$ cat src/hw/rtl/wsp_pkg.sv
package wsp_pkg;

  typedef enum logic [3:0] {
    PH_RIFF_TAG   = 4'd0,
    PH_RIFF_SIZE  = 4'd1,
    PH_WAVE_TAG   = 4'd2,
    PH_CHUNK_TAG  = 4'd3,
    PH_CHUNK_SIZE = 4'd4,
    PH_FMT_CODE   = 4'd5,
    PH_FMT_CHAN   = 4'd6,
    PH_FMT_RATE   = 4'd7,
    PH_FMT_MID    = 4'd8,
    PH_FMT_BITS   = 4'd9,
    PH_SKIP       = 4'd10,
    PH_DATA       = 4'd11,
    PH_IDLE       = 4'd12
  } phase_t;

  localparam logic [1:0] KIND_SAMPLE = 2'd0;
  localparam logic [1:0] KIND_DONE   = 2'd1;
  localparam logic [1:0] KIND_ERROR  = 2'd2;

  localparam logic [1:0] ERR_NOT_RIFF = 2'd0;
  localparam logic [1:0] ERR_NOT_WAVE = 2'd1;
  localparam logic [1:0] ERR_FORMAT   = 2'd2;
  localparam logic [1:0] ERR_RATE     = 2'd3;

  localparam logic [31:0] TAG_RIFF = 32'h5249_4646;
  localparam logic [31:0] TAG_WAVE = 32'h5741_5645;
  localparam logic [31:0] TAG_FMT  = 32'h666D_7420;
  localparam logic [31:0] TAG_DATA = 32'h6461_7461;

  localparam int unsigned RATE_W     = 18;
  localparam logic [RATE_W-1:0] RATE_RESET = 18'd16000;
  localparam logic [31:0] FMT_FIELD_BYTES = 32'd16;
  localparam logic [15:0] PCM_BITS        = 16'd16;

  typedef struct packed {
    logic [7:0] byte_value;
    logic       end_of_stream;
  } in_item_t;

  typedef struct packed {
    logic [1:0]         result_kind;
    logic signed [15:0] sample_value;
    logic [1:0]         error_code;
    logic [30:0]        sample_count;
    logic               last_of_run;
  } out_item_t;

  function automatic logic [2:0] field_len(input phase_t ph);
    logic [2:0] len;
    case (ph)
      PH_FMT_CODE, PH_FMT_CHAN, PH_FMT_BITS: len = 3'd2;
      PH_FMT_MID:                            len = 3'd6;
      default:                               len = 3'd4;
    endcase
    return len;
  endfunction

endpackage

$ cat src/hw/rtl/wav_stream_parser_left_channel.sv
// Channel  Direction  Handshake              Payload
// in_      input      in_valid / in_ready    in_data  (in_item_t: one file byte + end flag)
// out_     output     out_valid / out_ready  out_data (out_item_t: sample, done or error)
// cfg_     input      cfg_wr_en              cfg_wr_data (required sample rate)
//
// One byte per cycle while the queue has room: a byte is registered, parsed in one
// pass and its zero to two results are written to an output queue of FIFO_DEPTH entries.
// An accepted byte passes the input register, then its results pass the output queue to out_.
// A registered byte advances only when the queue has two free entries, so a run of
// bytes that each yield two results drains at the output rate of one result per cycle
// while out_ready stays high. Synchronous active-low reset clears the parser and the
// queue; the rate register resets to 16000.
module wav_stream_parser_left_channel import wsp_pkg::*; #(
  parameter int unsigned FIFO_DEPTH = 4
) (
  input  logic              clk,
  input  logic              rst_n,
  input  logic              in_valid,
  output logic              in_ready,
  input  in_item_t          in_data,
  output logic              out_valid,
  input  logic              out_ready,
  output out_item_t         out_data,
  input  logic              cfg_wr_en,
  input  logic [RATE_W-1:0] cfg_wr_data
);

  localparam int unsigned CW = $clog2(FIFO_DEPTH + 1);

  logic              in_vld_r;
  in_item_t          in_item_r;
  logic [RATE_W-1:0] rate_r;
  logic              fire;
  logic              room;
  logic              pop;
  logic [1:0]        res_n;
  out_item_t         res0, res1;
  logic [CW-1:0]     q_cnt;

  assign room     = (q_cnt <= CW'(FIFO_DEPTH - 2));
  assign fire     = in_vld_r && room;
  assign in_ready = !in_vld_r || fire;
  assign pop      = out_valid && out_ready;

  always_ff @(posedge clk) begin
    if (!rst_n) begin
      in_vld_r <= 1'b0;
      rate_r   <= RATE_RESET;
    end else begin
      if (in_ready) begin
        in_vld_r <= in_valid;
      end
      if (cfg_wr_en) begin
        rate_r <= cfg_wr_data;
      end
    end
  end

  always_ff @(posedge clk) begin
    if (in_valid && in_ready) begin
      in_item_r <= in_data;
    end
  end

  wsp_core u_core (
    .clk      (clk),
    .rst_n    (rst_n),
    .en       (fire),
    .item     (in_item_r),
    .req_rate (rate_r),
    .res_n    (res_n),
    .res0     (res0),
    .res1     (res1)
  );

  wsp_fifo #(
    .DEPTH (FIFO_DEPTH)
  ) u_fifo (
    .clk     (clk),
    .rst_n   (rst_n),
    .push_n  (fire ? res_n : 2'd0),
    .push_d0 (res0),
    .push_d1 (res1),
    .pop     (pop),
    .q_vld   (out_valid),
    .q       (out_data),
    .cnt     (q_cnt)
  );

  a_queue_bound: assert property (@(posedge clk) disable iff (!rst_n)
    q_cnt <= CW'(FIFO_DEPTH))
    else $error("output queue over capacity");

  a_pair_in_queue: assert property (@(posedge clk) disable iff (!rst_n)
    (out_valid && !out_data.last_of_run) |-> (q_cnt >= CW'(2)))
    else $error("non-final result without its partner queued");

  a_two_results: assert property (@(posedge clk) disable iff (!rst_n)
    (fire && res_n == 2'd2) |-> (!res0.last_of_run && res1.last_of_run))
    else $error("run end flag misplaced");

endmodule

$ cat src/hw/rtl/wsp_fifo.sv
module wsp_fifo import wsp_pkg::*; #(
  parameter int unsigned DEPTH = 4
) (
  input  logic                         clk,
  input  logic                         rst_n,
  input  logic [1:0]                   push_n,
  input  out_item_t                    push_d0,
  input  out_item_t                    push_d1,
  input  logic                         pop,
  output logic                         q_vld,
  output out_item_t                    q,
  output logic [$clog2(DEPTH+1)-1:0]   cnt
);

  localparam int unsigned AW = (DEPTH > 1) ? $clog2(DEPTH) : 1;
  localparam int unsigned CW = $clog2(DEPTH + 1);

  out_item_t         mem_r [DEPTH];
  logic [AW-1:0]     wr_ptr_r, wr_ptr_nxt, wr_ptr_p1;
  logic [AW-1:0]     rd_ptr_r, rd_ptr_nxt;
  logic [CW-1:0]     cnt_r, cnt_nxt;

  function automatic logic [AW-1:0] ptr_inc(input logic [AW-1:0] p);
    return (p == AW'(DEPTH - 1)) ? '0 : p + AW'(1);
  endfunction

  always_comb begin
    wr_ptr_p1  = ptr_inc(wr_ptr_r);
    wr_ptr_nxt = wr_ptr_r;
    if (push_n == 2'd1) begin
      wr_ptr_nxt = wr_ptr_p1;
    end else if (push_n == 2'd2) begin
      wr_ptr_nxt = ptr_inc(wr_ptr_p1);
    end
    rd_ptr_nxt = pop ? ptr_inc(rd_ptr_r) : rd_ptr_r;
    cnt_nxt    = cnt_r + CW'(push_n) - CW'(pop);
  end

  always_ff @(posedge clk) begin
    if (!rst_n) begin
      wr_ptr_r <= '0;
      rd_ptr_r <= '0;
      cnt_r    <= '0;
    end else begin
      wr_ptr_r <= wr_ptr_nxt;
      rd_ptr_r <= rd_ptr_nxt;
      cnt_r    <= cnt_nxt;
    end
  end

  always_ff @(posedge clk) begin
    if (push_n != 2'd0) begin
      mem_r[wr_ptr_r] <= push_d0;
    end
    if (push_n == 2'd2) begin
      mem_r[wr_ptr_p1] <= push_d1;
    end
  end

  assign q_vld = (cnt_r != '0);
  assign q     = mem_r[rd_ptr_r];
  assign cnt   = cnt_r;

endmodule

$ cat src/hw/rtl/wsp_core.sv
module wsp_core import wsp_pkg::*; (
  input  logic              clk,
  input  logic              rst_n,
  input  logic              en,
  input  in_item_t          item,
  input  logic [RATE_W-1:0] req_rate,
  output logic [1:0]        res_n,
  output out_item_t         res0,
  output out_item_t         res1
);

  phase_t      ph_r, ph_nxt;
  logic [2:0]  idx_r, idx_nxt, idx_inc;
  logic [31:0] tag_r, tag_nxt;
  logic [31:0] len_r, len_nxt;
  logic [31:0] skip_r, skip_nxt;
  logic [15:0] chan_r, chan_nxt;
  logic [31:0] rate_r, rate_nxt;
  logic [15:0] bits_r, bits_nxt;
  logic [31:0] left_r, left_nxt;
  logic [7:0]  hold_r, hold_nxt;
  logic [1:0]  fbp_r, fbp_nxt, wrap;
  logic [30:0] cnt_r, cnt_nxt;

  logic        s_vld, t_vld, e_vld;
  logic [1:0]  t_kind, t_err, e_kind, e_err;
  logic [15:0] s_val;
  out_item_t   r_s, r_t, r_e;

  always_comb begin
    ph_nxt   = ph_r;
    idx_nxt  = idx_r;
    tag_nxt  = tag_r;
    len_nxt  = len_r;
    skip_nxt = skip_r;
    chan_nxt = chan_r;
    rate_nxt = rate_r;
    bits_nxt = bits_r;
    left_nxt = left_r;
    hold_nxt = hold_r;
    fbp_nxt  = fbp_r;
    cnt_nxt  = cnt_r;
    idx_inc  = idx_r + 3'd1;
    wrap     = (chan_r == 16'd2) ? 2'd3 : 2'd1;
    s_vld    = 1'b0;
    s_val    = {item.byte_value, hold_r};
    t_vld    = 1'b0;
    t_kind   = KIND_ERROR;
    t_err    = ERR_NOT_RIFF;
    e_vld    = 1'b0;
    e_kind   = KIND_ERROR;
    e_err    = ERR_NOT_RIFF;

    unique case (ph_r)
      PH_SKIP: begin
        skip_nxt = skip_r - 32'd1;
        if (skip_nxt == 32'd0) begin
          ph_nxt = PH_CHUNK_TAG;
        end
      end
      PH_DATA: begin
        if (fbp_r == 2'd0) begin
          hold_nxt = item.byte_value;
        end else if (fbp_r == 2'd1) begin
          cnt_nxt = cnt_r + 31'd1;
          s_vld   = 1'b1;
        end
        fbp_nxt  = (fbp_r + 2'd1) & wrap;
        left_nxt = left_r - 32'd1;
        if (left_nxt == 32'd0) begin
          t_vld  = 1'b1;
          t_kind = KIND_DONE;
          t_err  = ERR_NOT_RIFF;
          ph_nxt = PH_IDLE;
        end
      end
      PH_RIFF_TAG, PH_RIFF_SIZE, PH_WAVE_TAG, PH_CHUNK_TAG, PH_CHUNK_SIZE,
      PH_FMT_CODE, PH_FMT_CHAN, PH_FMT_RATE, PH_FMT_MID, PH_FMT_BITS: begin
        if (ph_r == PH_RIFF_TAG || ph_r == PH_WAVE_TAG || ph_r == PH_CHUNK_TAG) begin
          tag_nxt = {tag_r[23:0], item.byte_value};
        end
        len_nxt = {item.byte_value, len_r[31:8]};
        idx_nxt = idx_inc;
        if (idx_inc >= field_len(ph_r)) begin
          idx_nxt = 3'd0;
          unique case (ph_r)
            PH_RIFF_TAG: begin
              if (tag_nxt != TAG_RIFF) begin
                t_vld  = 1'b1;
                t_err  = ERR_NOT_RIFF;
                ph_nxt = PH_IDLE;
              end else begin
                ph_nxt = PH_RIFF_SIZE;
              end
            end
            PH_RIFF_SIZE: ph_nxt = PH_WAVE_TAG;
            PH_WAVE_TAG: begin
              if (tag_nxt != TAG_WAVE) begin
                t_vld  = 1'b1;
                t_err  = ERR_NOT_WAVE;
                ph_nxt = PH_IDLE;
              end else begin
                ph_nxt = PH_CHUNK_TAG;
              end
            end
            PH_CHUNK_TAG: ph_nxt = PH_CHUNK_SIZE;
            PH_CHUNK_SIZE: begin
              if (tag_r == TAG_FMT) begin
                skip_nxt = (len_nxt > FMT_FIELD_BYTES) ? len_nxt - FMT_FIELD_BYTES : 32'd0;
                ph_nxt   = PH_FMT_CODE;
              end else if (tag_r == TAG_DATA) begin
                left_nxt = len_nxt;
                if (len_nxt == 32'd0 || bits_r != PCM_BITS ||
                    (chan_r != 16'd1 && chan_r != 16'd2)) begin
                  t_vld  = 1'b1;
                  t_err  = ERR_FORMAT;
                  ph_nxt = PH_IDLE;
                end else if (rate_r != {{(32-RATE_W){1'b0}}, req_rate}) begin
                  t_vld  = 1'b1;
                  t_err  = ERR_RATE;
                  ph_nxt = PH_IDLE;
                end else begin
                  fbp_nxt = 2'd0;
                  ph_nxt  = PH_DATA;
                end
              end else begin
                skip_nxt = len_nxt;
                ph_nxt   = (len_nxt != 32'd0) ? PH_SKIP : PH_CHUNK_TAG;
              end
            end
            PH_FMT_CODE: ph_nxt = PH_FMT_CHAN;
            PH_FMT_CHAN: begin
              chan_nxt = len_nxt[31:16];
              ph_nxt   = PH_FMT_RATE;
            end
            PH_FMT_RATE: begin
              rate_nxt = len_nxt;
              ph_nxt   = PH_FMT_MID;
            end
            PH_FMT_MID: ph_nxt = PH_FMT_BITS;
            PH_FMT_BITS: begin
              bits_nxt = len_nxt[31:16];
              ph_nxt   = (skip_r != 32'd0) ? PH_SKIP : PH_CHUNK_TAG;
            end
            default: ph_nxt = PH_IDLE;
          endcase
        end
      end
      default: ph_nxt = PH_IDLE;
    endcase

    if (item.end_of_stream) begin
      unique case (ph_nxt)
        PH_RIFF_TAG: begin
          e_vld = 1'b1;
          e_err = ERR_NOT_RIFF;
        end
        PH_RIFF_SIZE, PH_WAVE_TAG: begin
          e_vld = 1'b1;
          e_err = ERR_NOT_WAVE;
        end
        PH_DATA: begin
          e_vld  = 1'b1;
          e_kind = KIND_DONE;
        end
        PH_IDLE: e_vld = 1'b0;
        default: begin
          e_vld = 1'b1;
          e_err = ERR_FORMAT;
        end
      endcase
    end
  end

  always_comb begin
    r_s = '{result_kind: KIND_SAMPLE, sample_value: s_val, error_code: ERR_NOT_RIFF,
            sample_count: cnt_nxt, last_of_run: 1'b0};
    r_t = '{result_kind: t_kind, sample_value: 16'sd0,
            error_code: (t_kind == KIND_ERROR) ? t_err : ERR_NOT_RIFF,
            sample_count: cnt_nxt, last_of_run: 1'b0};
    r_e = '{result_kind: e_kind, sample_value: 16'sd0,
            error_code: (e_kind == KIND_ERROR) ? e_err : ERR_NOT_RIFF,
            sample_count: cnt_nxt, last_of_run: 1'b0};
    res_n = 2'({1'b0, s_vld} + {1'b0, t_vld} + {1'b0, e_vld});
    res0  = s_vld ? r_s : (t_vld ? r_t : r_e);
    res1  = s_vld ? (t_vld ? r_t : r_e) : r_e;
    res0.last_of_run = (res_n == 2'd1);
    res1.last_of_run = 1'b1;
  end

  always_ff @(posedge clk) begin
    if (!rst_n || (en && item.end_of_stream)) begin
      ph_r   <= PH_RIFF_TAG;
      idx_r  <= '0;
      tag_r  <= '0;
      len_r  <= '0;
      skip_r <= '0;
      chan_r <= '0;
      rate_r <= '0;
      bits_r <= '0;
      left_r <= '0;
      hold_r <= '0;
      fbp_r  <= '0;
      cnt_r  <= '0;
    end else if (en) begin
      ph_r   <= ph_nxt;
      idx_r  <= idx_nxt;
      tag_r  <= tag_nxt;
      len_r  <= len_nxt;
      skip_r <= skip_nxt;
      chan_r <= chan_nxt;
      rate_r <= rate_nxt;
      bits_r <= bits_nxt;
      left_r <= left_nxt;
      hold_r <= hold_nxt;
      fbp_r  <= fbp_nxt;
      cnt_r  <= cnt_nxt;
    end
  end

endmodule

$ cat config.mk
export PLATFORM = sky130hd
export DESIGN_NAME = wav_stream_parser_left_channel
export DESIGN_NICKNAME = d
export VERILOG_FILES = /design/src/hw/rtl/wsp_pkg.sv /design/src/hw/rtl/wav_stream_parser_left_channel.sv /design/src/hw/rtl/wsp_fifo.sv /design/src/hw/rtl/wsp_core.sv
export SDC_FILE = /design/constraint.sdc
export NUM_CORES = 1
export LEC_CHECK = 0
export ABC_AREA = 1
export BUFFER_PORTS_ARGS = -buffer_cell sky130_fd_sc_hd__buf_2
export CAP_MARGIN = 20
export CORE_UTILIZATION = 55
export DETAILED_ROUTE_END_ITERATION = 7
export GPL_TIMING_DRIVEN = 0
export PLACE_DENSITY_LB_ADDON = 0.1
export SLEW_MARGIN = 15
export SYNTH_ARGS = -nofsm -noshare
export SYNTH_HDL_FRONTEND = slang
export SYNTH_SLANG_ARGS = --single-unit
$ cat constraint.sdc
create_clock -name clk -period 7.7 [get_ports clk]
set_input_delay 1.155 -clock clk [delete_from_list [all_inputs] [get_ports clk]]
set_output_delay 1.155 -clock clk [all_outputs]
set_load 0.1 [all_outputs]
Yosys cells after proc, flatten, opt, wreduce, memory -nomap -nowiden. Memory sizes are Yosys's and may differ from the RTL's. A register that Yosys moved wholly into a read port is not among the register bits. Index checks and enable logic that the tools add are counted.

$add $sub $neg: 13. Magnitude comparators: 3. Eq/ne operators: 40. Mux-type cells: 86. Bitwise gates (word level): 1. Reduce and logical (&&, ||, !) cells: 38.

Operators by type and width (number): 32-bit two-way mux (11); 52-bit two-way mux (3); 32-bit one-hot mux with 2 select lines (2); 32-bit zero test (3); 31-bit two-way mux (3); 32-bit by 31-bit == test with 1-bit output, second input constant (2); 32-bit by 31-bit != test with 1-bit output, second input constant (2); 32-bit nonzero test (2); 32-bit by 1-bit subtractor with 32-bit output, second input constant (2); 2-bit two-way mux (28); 4-bit two-way mux (10); 4-bit one-hot mux with 10 select lines (1); 32-bit by 5-bit > comparator with 1-bit output, second input constant (1); 32-bit by 18-bit != test with 1-bit output (1); 32-bit by 5-bit subtractor with 32-bit output, second input constant (1); 31-bit by 1-bit adder with 31-bit output, second input constant (1); 4-bit == test, second input constant (6); 1-bit two-way mux (18); 16-bit by 2-bit == test with 1-bit output, second input constant (1); 4-bit by 3-bit == test with 1-bit output, second input constant (4); 16-bit by 1-bit != test with 1-bit output, second input constant (1); 16-bit by 2-bit != test with 1-bit output, second input constant (1); 16-bit by 5-bit != test with 1-bit output, second input constant (1); 2-bit == test, second input constant (6); other kinds (37) (70).

Flip-flop bits (word level): 275. Memory bits (writable): 208. Input bits: 32. Output and inout port bits: 54. Memories kept: 1.

Memories: u_fifo.mem_r (depth 4, width 52, read ports 1, clocked after Yosys merged registers in 1, wr ports 2, RTL line wsp_fifo.sv:18) `out_item_t mem_r [DEPTH];`.

Longest topological paths before layout.
Word-level depth: 18. Depth in mapped cells: 33.

Hierarchy. A second synthesis with hierarchy kept.

Cells, all modules: 3634. Area total of the unflattened synthesis: 26671.8 um^2.

By module, submodules not included: wsp_core (times used 1, cells each 2435, area each 15014.4 um^2, sequential area each 4644.5 um^2); wsp_fifo (times used 1, cells each 1095, area each 10623.9 um^2, sequential area each 6426.2 um^2); wav_stream_parser_left_channel (times used 1, cells each 104, area each 1033.5 um^2, sequential area each 650.6 um^2).

Least setup slack after synthesis. Ideal clock, no wire load.

Path type: register to register. Start point: register u_core.ph_r[1]. End point: memory u_fifo.mem_r[1][10] (netlist name), enable pin. Setup time: 0.390 ns. Data arrival time: 4.438 ns. Setup slack: 2.872 ns. Stages on the path, launching flop included: 28. Cells stage by stage: dfxtp_1 inv_2 nand2_4 buf_2 inv_1 o21ai_0 nand3_1 ha_1 nand3_1 nand3_1 inv_1 nor2_1 nand2_1 a21oi_1 nand2_1 inv_1 nand3_1 nand2_1 nand3_2 a21oi_2 fa_1 nand2_1 ha_1 nand2_1 inv_1 nor2_1 clkbuf_1 inv_1.

RTL lines: from (decl) (RTL line wsp_core.sv:12) `phase_t ph_r, ph_nxt;`; from (signal assigned) (RTL line wsp_core.sv:206) `ph_r <= ph_nxt;`; to (decl) (RTL line wsp_fifo.sv:18).

==> metrics.txt <==
register area share after synthesis=44.5%; DRC errors left=0; highest clock rate=roughly 0.17 GHz; CTS Hold Bufs=0; Leak=11.7 nW; Yosys cell types=46; Worst setup EP type=flip-flop; critical path launch point=u_core.ph_r[1]; Total Nets Final=3740; Worst Setup EP=u_fifo.mem_r[2][22]; gr ovfl total=0; Cell Int Power=4.79 mW; Final Util=62.6%; Post-CTS Setup Inserts=0; WL/cell=19.2 um; Syn Inst Count=3536; die width=214 um; GRT Util Overall=between 30% and 40%; Yosys warnings=0; syn nets=between 3000 and 4000; Slew Limit Fails=0; sequential fraction of design power=between 30% and 40%; Clock Sinks=477; Post-synth EDFFs=about 150; initial antenna violation count=0; FF+latch count, synth=477; RR Endpoint=u_fifo.mem_r[2][22]; R2R depth=24; Async SR Flop Fraction=0%; Reg2Reg Launch Point=u_core.ph_r[1]; NetSw=3.68 mW; average cell area after synthesis=7.02 um2; final setup TNS=0 ns; total CTS buffers=51; final hold viol count=0; initial DRC count=2531; Main synth FF type=dfxtp_1; P per Cell Area=305 nW/um2; synthesis-to-finish area growth=11.9%; clk buf depth=3; final setup fails=0; WP data required=8.03 ns; clock skew=around 0.026 ns; Worst Path Class, Setup=flip-flop to flip-flop; largest net degree at the start of global routing=24; root buffer cell=clkbuf_16; vias in the first global route=23300; crit path DAT=6.39 ns; Vias/cell=~5.7; CP startpoint kind=flip-flop; Final Critical Period=6.06 ns; relative slew slack=40.5%; diode count=0; status=complete, no violations; core area=44300 um2; Rows=77; worst-skew pair later-pin latency=0.63 ns; unrepaired setup endpoints after global routing=false; IO Port Bufs=85; post-CTS sizing=0; synth top area cells=dfxtp_1 26%, edfxtp_1 18%, nand2_1 11%; Initial Util=56.0%; Die ar.=between 40000 and 50000 um2; first-pass GRT wire length=128000 um; post-route ant nets=0; worst min-delay path category=flip-flop to flip-flop; synthesized area=approximately 25000 um2; reg2reg setup slack=1.64 ns; switching share of power=43.4%; WL final=82700 um; layout cells sized above 1=6.18%; RePlAce Congestion=0.986; Max Cap Viol=0; post-DP HPWL=between 60000 and 70000 um; CTS tree=done; VDD IR max=395 uV; drt first pass iters=7; Final Cycle Share=78.7%; H-tree Lvls=2; via count=roughly 25000; IO Count=86; Clk pwr share=29.6%; chip height=214 um; Slew @ Worst Pin=0.892 ns; Synth top area share=approximately a quarter; Critical Path Fanout Max=10; clk slew on worst S/H paths=0.06 ns; post-synth top area cell=dfxtp_1; Comb power frac=between 30% and 40%
worst min path at each step:
stage / start / to / slack, ns / depth (start not counted)
global route: u_core.rate_r[18] / u_core.rate_r[18] / 0.47 / 2
global placement: u_core.rate_r[23] / u_core.rate_r[23] / 0.43 / 2
CTS: u_core.rate_r[27] / u_core.rate_r[27] / 0.45 / 2
floorplan: u_fifo.cnt[2] / u_fifo.cnt[2] / 0.42 / 1
finish: u_core.rate_r[24] / u_core.rate_r[24] / 0.45 / 2
detailed placement: u_core.rate_r[27] / u_core.rate_r[27] / 0.44 / 2
per-layer routing:
layer	vias up	track usage [%]	wire, um
li1	11900	-	-
met1	11400	44.4	33100
met2	1168	59.9	38800
met3	252	5.65	6940
met4	0	16.6	3850
met5	-	0	0
through the flow:
step | instance area (um2) | setup slack [ns] | instances | total power [mW] | hold slack (ns)
after floorplan | 24800 | 2.87 | 3536 | 5.21 | 0.422
after global placement | 26000 | 1.30 | 4213 | 5.93 | 0.431
after detailed placement | 26100 | 1.77 | 4217 | 5.97 | 0.436
after CTS | 27800 | 1.75 | 4312 | 8.45 | 0.446
after global routing | 27800 | 1.15 | 4312 | 8.80 | 0.465
final | 27800 | 1.64 | 4312 | 8.48 | 0.447
registers in the layout, summed over array words and instances, names as in the netlist, 3 cells and up, named ones only:
name,flops
u_core.tag_r,32
u_core.left_r,32
u_core.idx_r,3
u_core.len_r,24
u_fifo.cnt,3
u_core.rate_r,32
rate_r,18
in_item_r,9
u_core.bits_r,16
u_core.ph_r,4
u_core.chan_r,16
u_core.hold_r,8
u_core.cnt_r,31
u_fifo.mem_r,208
u_core.skip_r,32
layout by cell type, fill, tap and decap left out, drive strengths merged, types with 3 or more instances in the layout:
| master | count |
|---|---|
| xor2 | 18 |
| edfxtp | 149 |
| a21oi | 251 |
| nand3b | 5 |
| buf | 98 |
| inv | 431 |
| a221oi | 15 |
| dfxtp | 328 |
| nor4 | 6 |
| o22ai | 52 |
| nand2 | 711 |
| a31oi | 25 |
| ha | 28 |
| nand4 | 58 |
| nor2 | 602 |
| bufinv | 3 |
| o211ai | 4 |
| nor3 | 33 |
| xnor2 | 10 |
| or2 | 4 |
| clkbuf | 237 |
| a211oi | 6 |
| clkinv | 9 |
| o21ai | 464 |
| nand3 | 161 |
kinds of logic (layout without fill, tap and decap cells):
kind of cell,after synthesis,after routing,share of synthesized area (%)
fa+ha+maj,30,30,1.57
compound gates,824,824,17.5
xor+xnor,28,28,0.988
flops,477,477,44.5
buf+inv,595,779,9.14
simple gates,1582,1582,26.3
layout make-up:
class / count / area (um2)
multi-input combinational: 2464 / 11500
clock inverter: 13 / 161
inverter: 431 / 1620
sequential: 477 / 11000
fill: 4040 / 16600
timing repair buffer: 89 / 513
buffer: 164 / 651
clock buffer: 82 / 1530
tap: 592 / 741
cell usage after synthesis (6+ instances only):
cell      count
dfxtp_1     328
o22ai_1      52
inv_2         7
nor2_1      582
nand2_2       7
a31oi_1      25
nand2_1     702
o21ai_1       8
o21ai_0     454
a221oi_1     15
xnor2_1      10
nand4_1      58
nor2_2       15
nor3_1       31
nand3_1     156
ha_1         28
a21oi_1     250
inv_1       423
xor2_1       18
edfxtp_1    149
clkbuf_1    155
a211oi_1      6
power by group through the flow:
stage	clock, mW	combinational [mW]	sequential, mW
2_1_floorplan	0	2.35	2.87
3_3_place_gp	0	3.01	2.93
3_5_place_dp	0	3.04	2.93
4_1_cts	2.52	3.05	2.87
5_1_grt	2.62	3.29	2.89
6_report	2.51	3.09	2.88
worst max-delay path, stage by stage, from the launching register on:
cell and delay (ns):
dfxtp_1 0.43, inv_2 0.09, nand2_4 0.13, buf_2 0.34, inv_1 0.10, o21ai_0 0.29, nand2_1 0.11, ha_1 0.31
nand3_1 0.08, nand3_1 0.18, clkbuf_1 0.40, o21ai_0 0.13, inv_1 0.07, nand2_1 0.06, nand3_2 0.12, a21oi_2 0.14
fa_1 0.57, nand2_1 0.15, ha_1 0.31, nand2_1 0.10, inv_1 0.11, nor2_1 0.27, clkbuf_1 0.58, clkbuf_1 0.55
nor2_1 0.14
No activity file was read; power rests on OpenSTA's default activity.
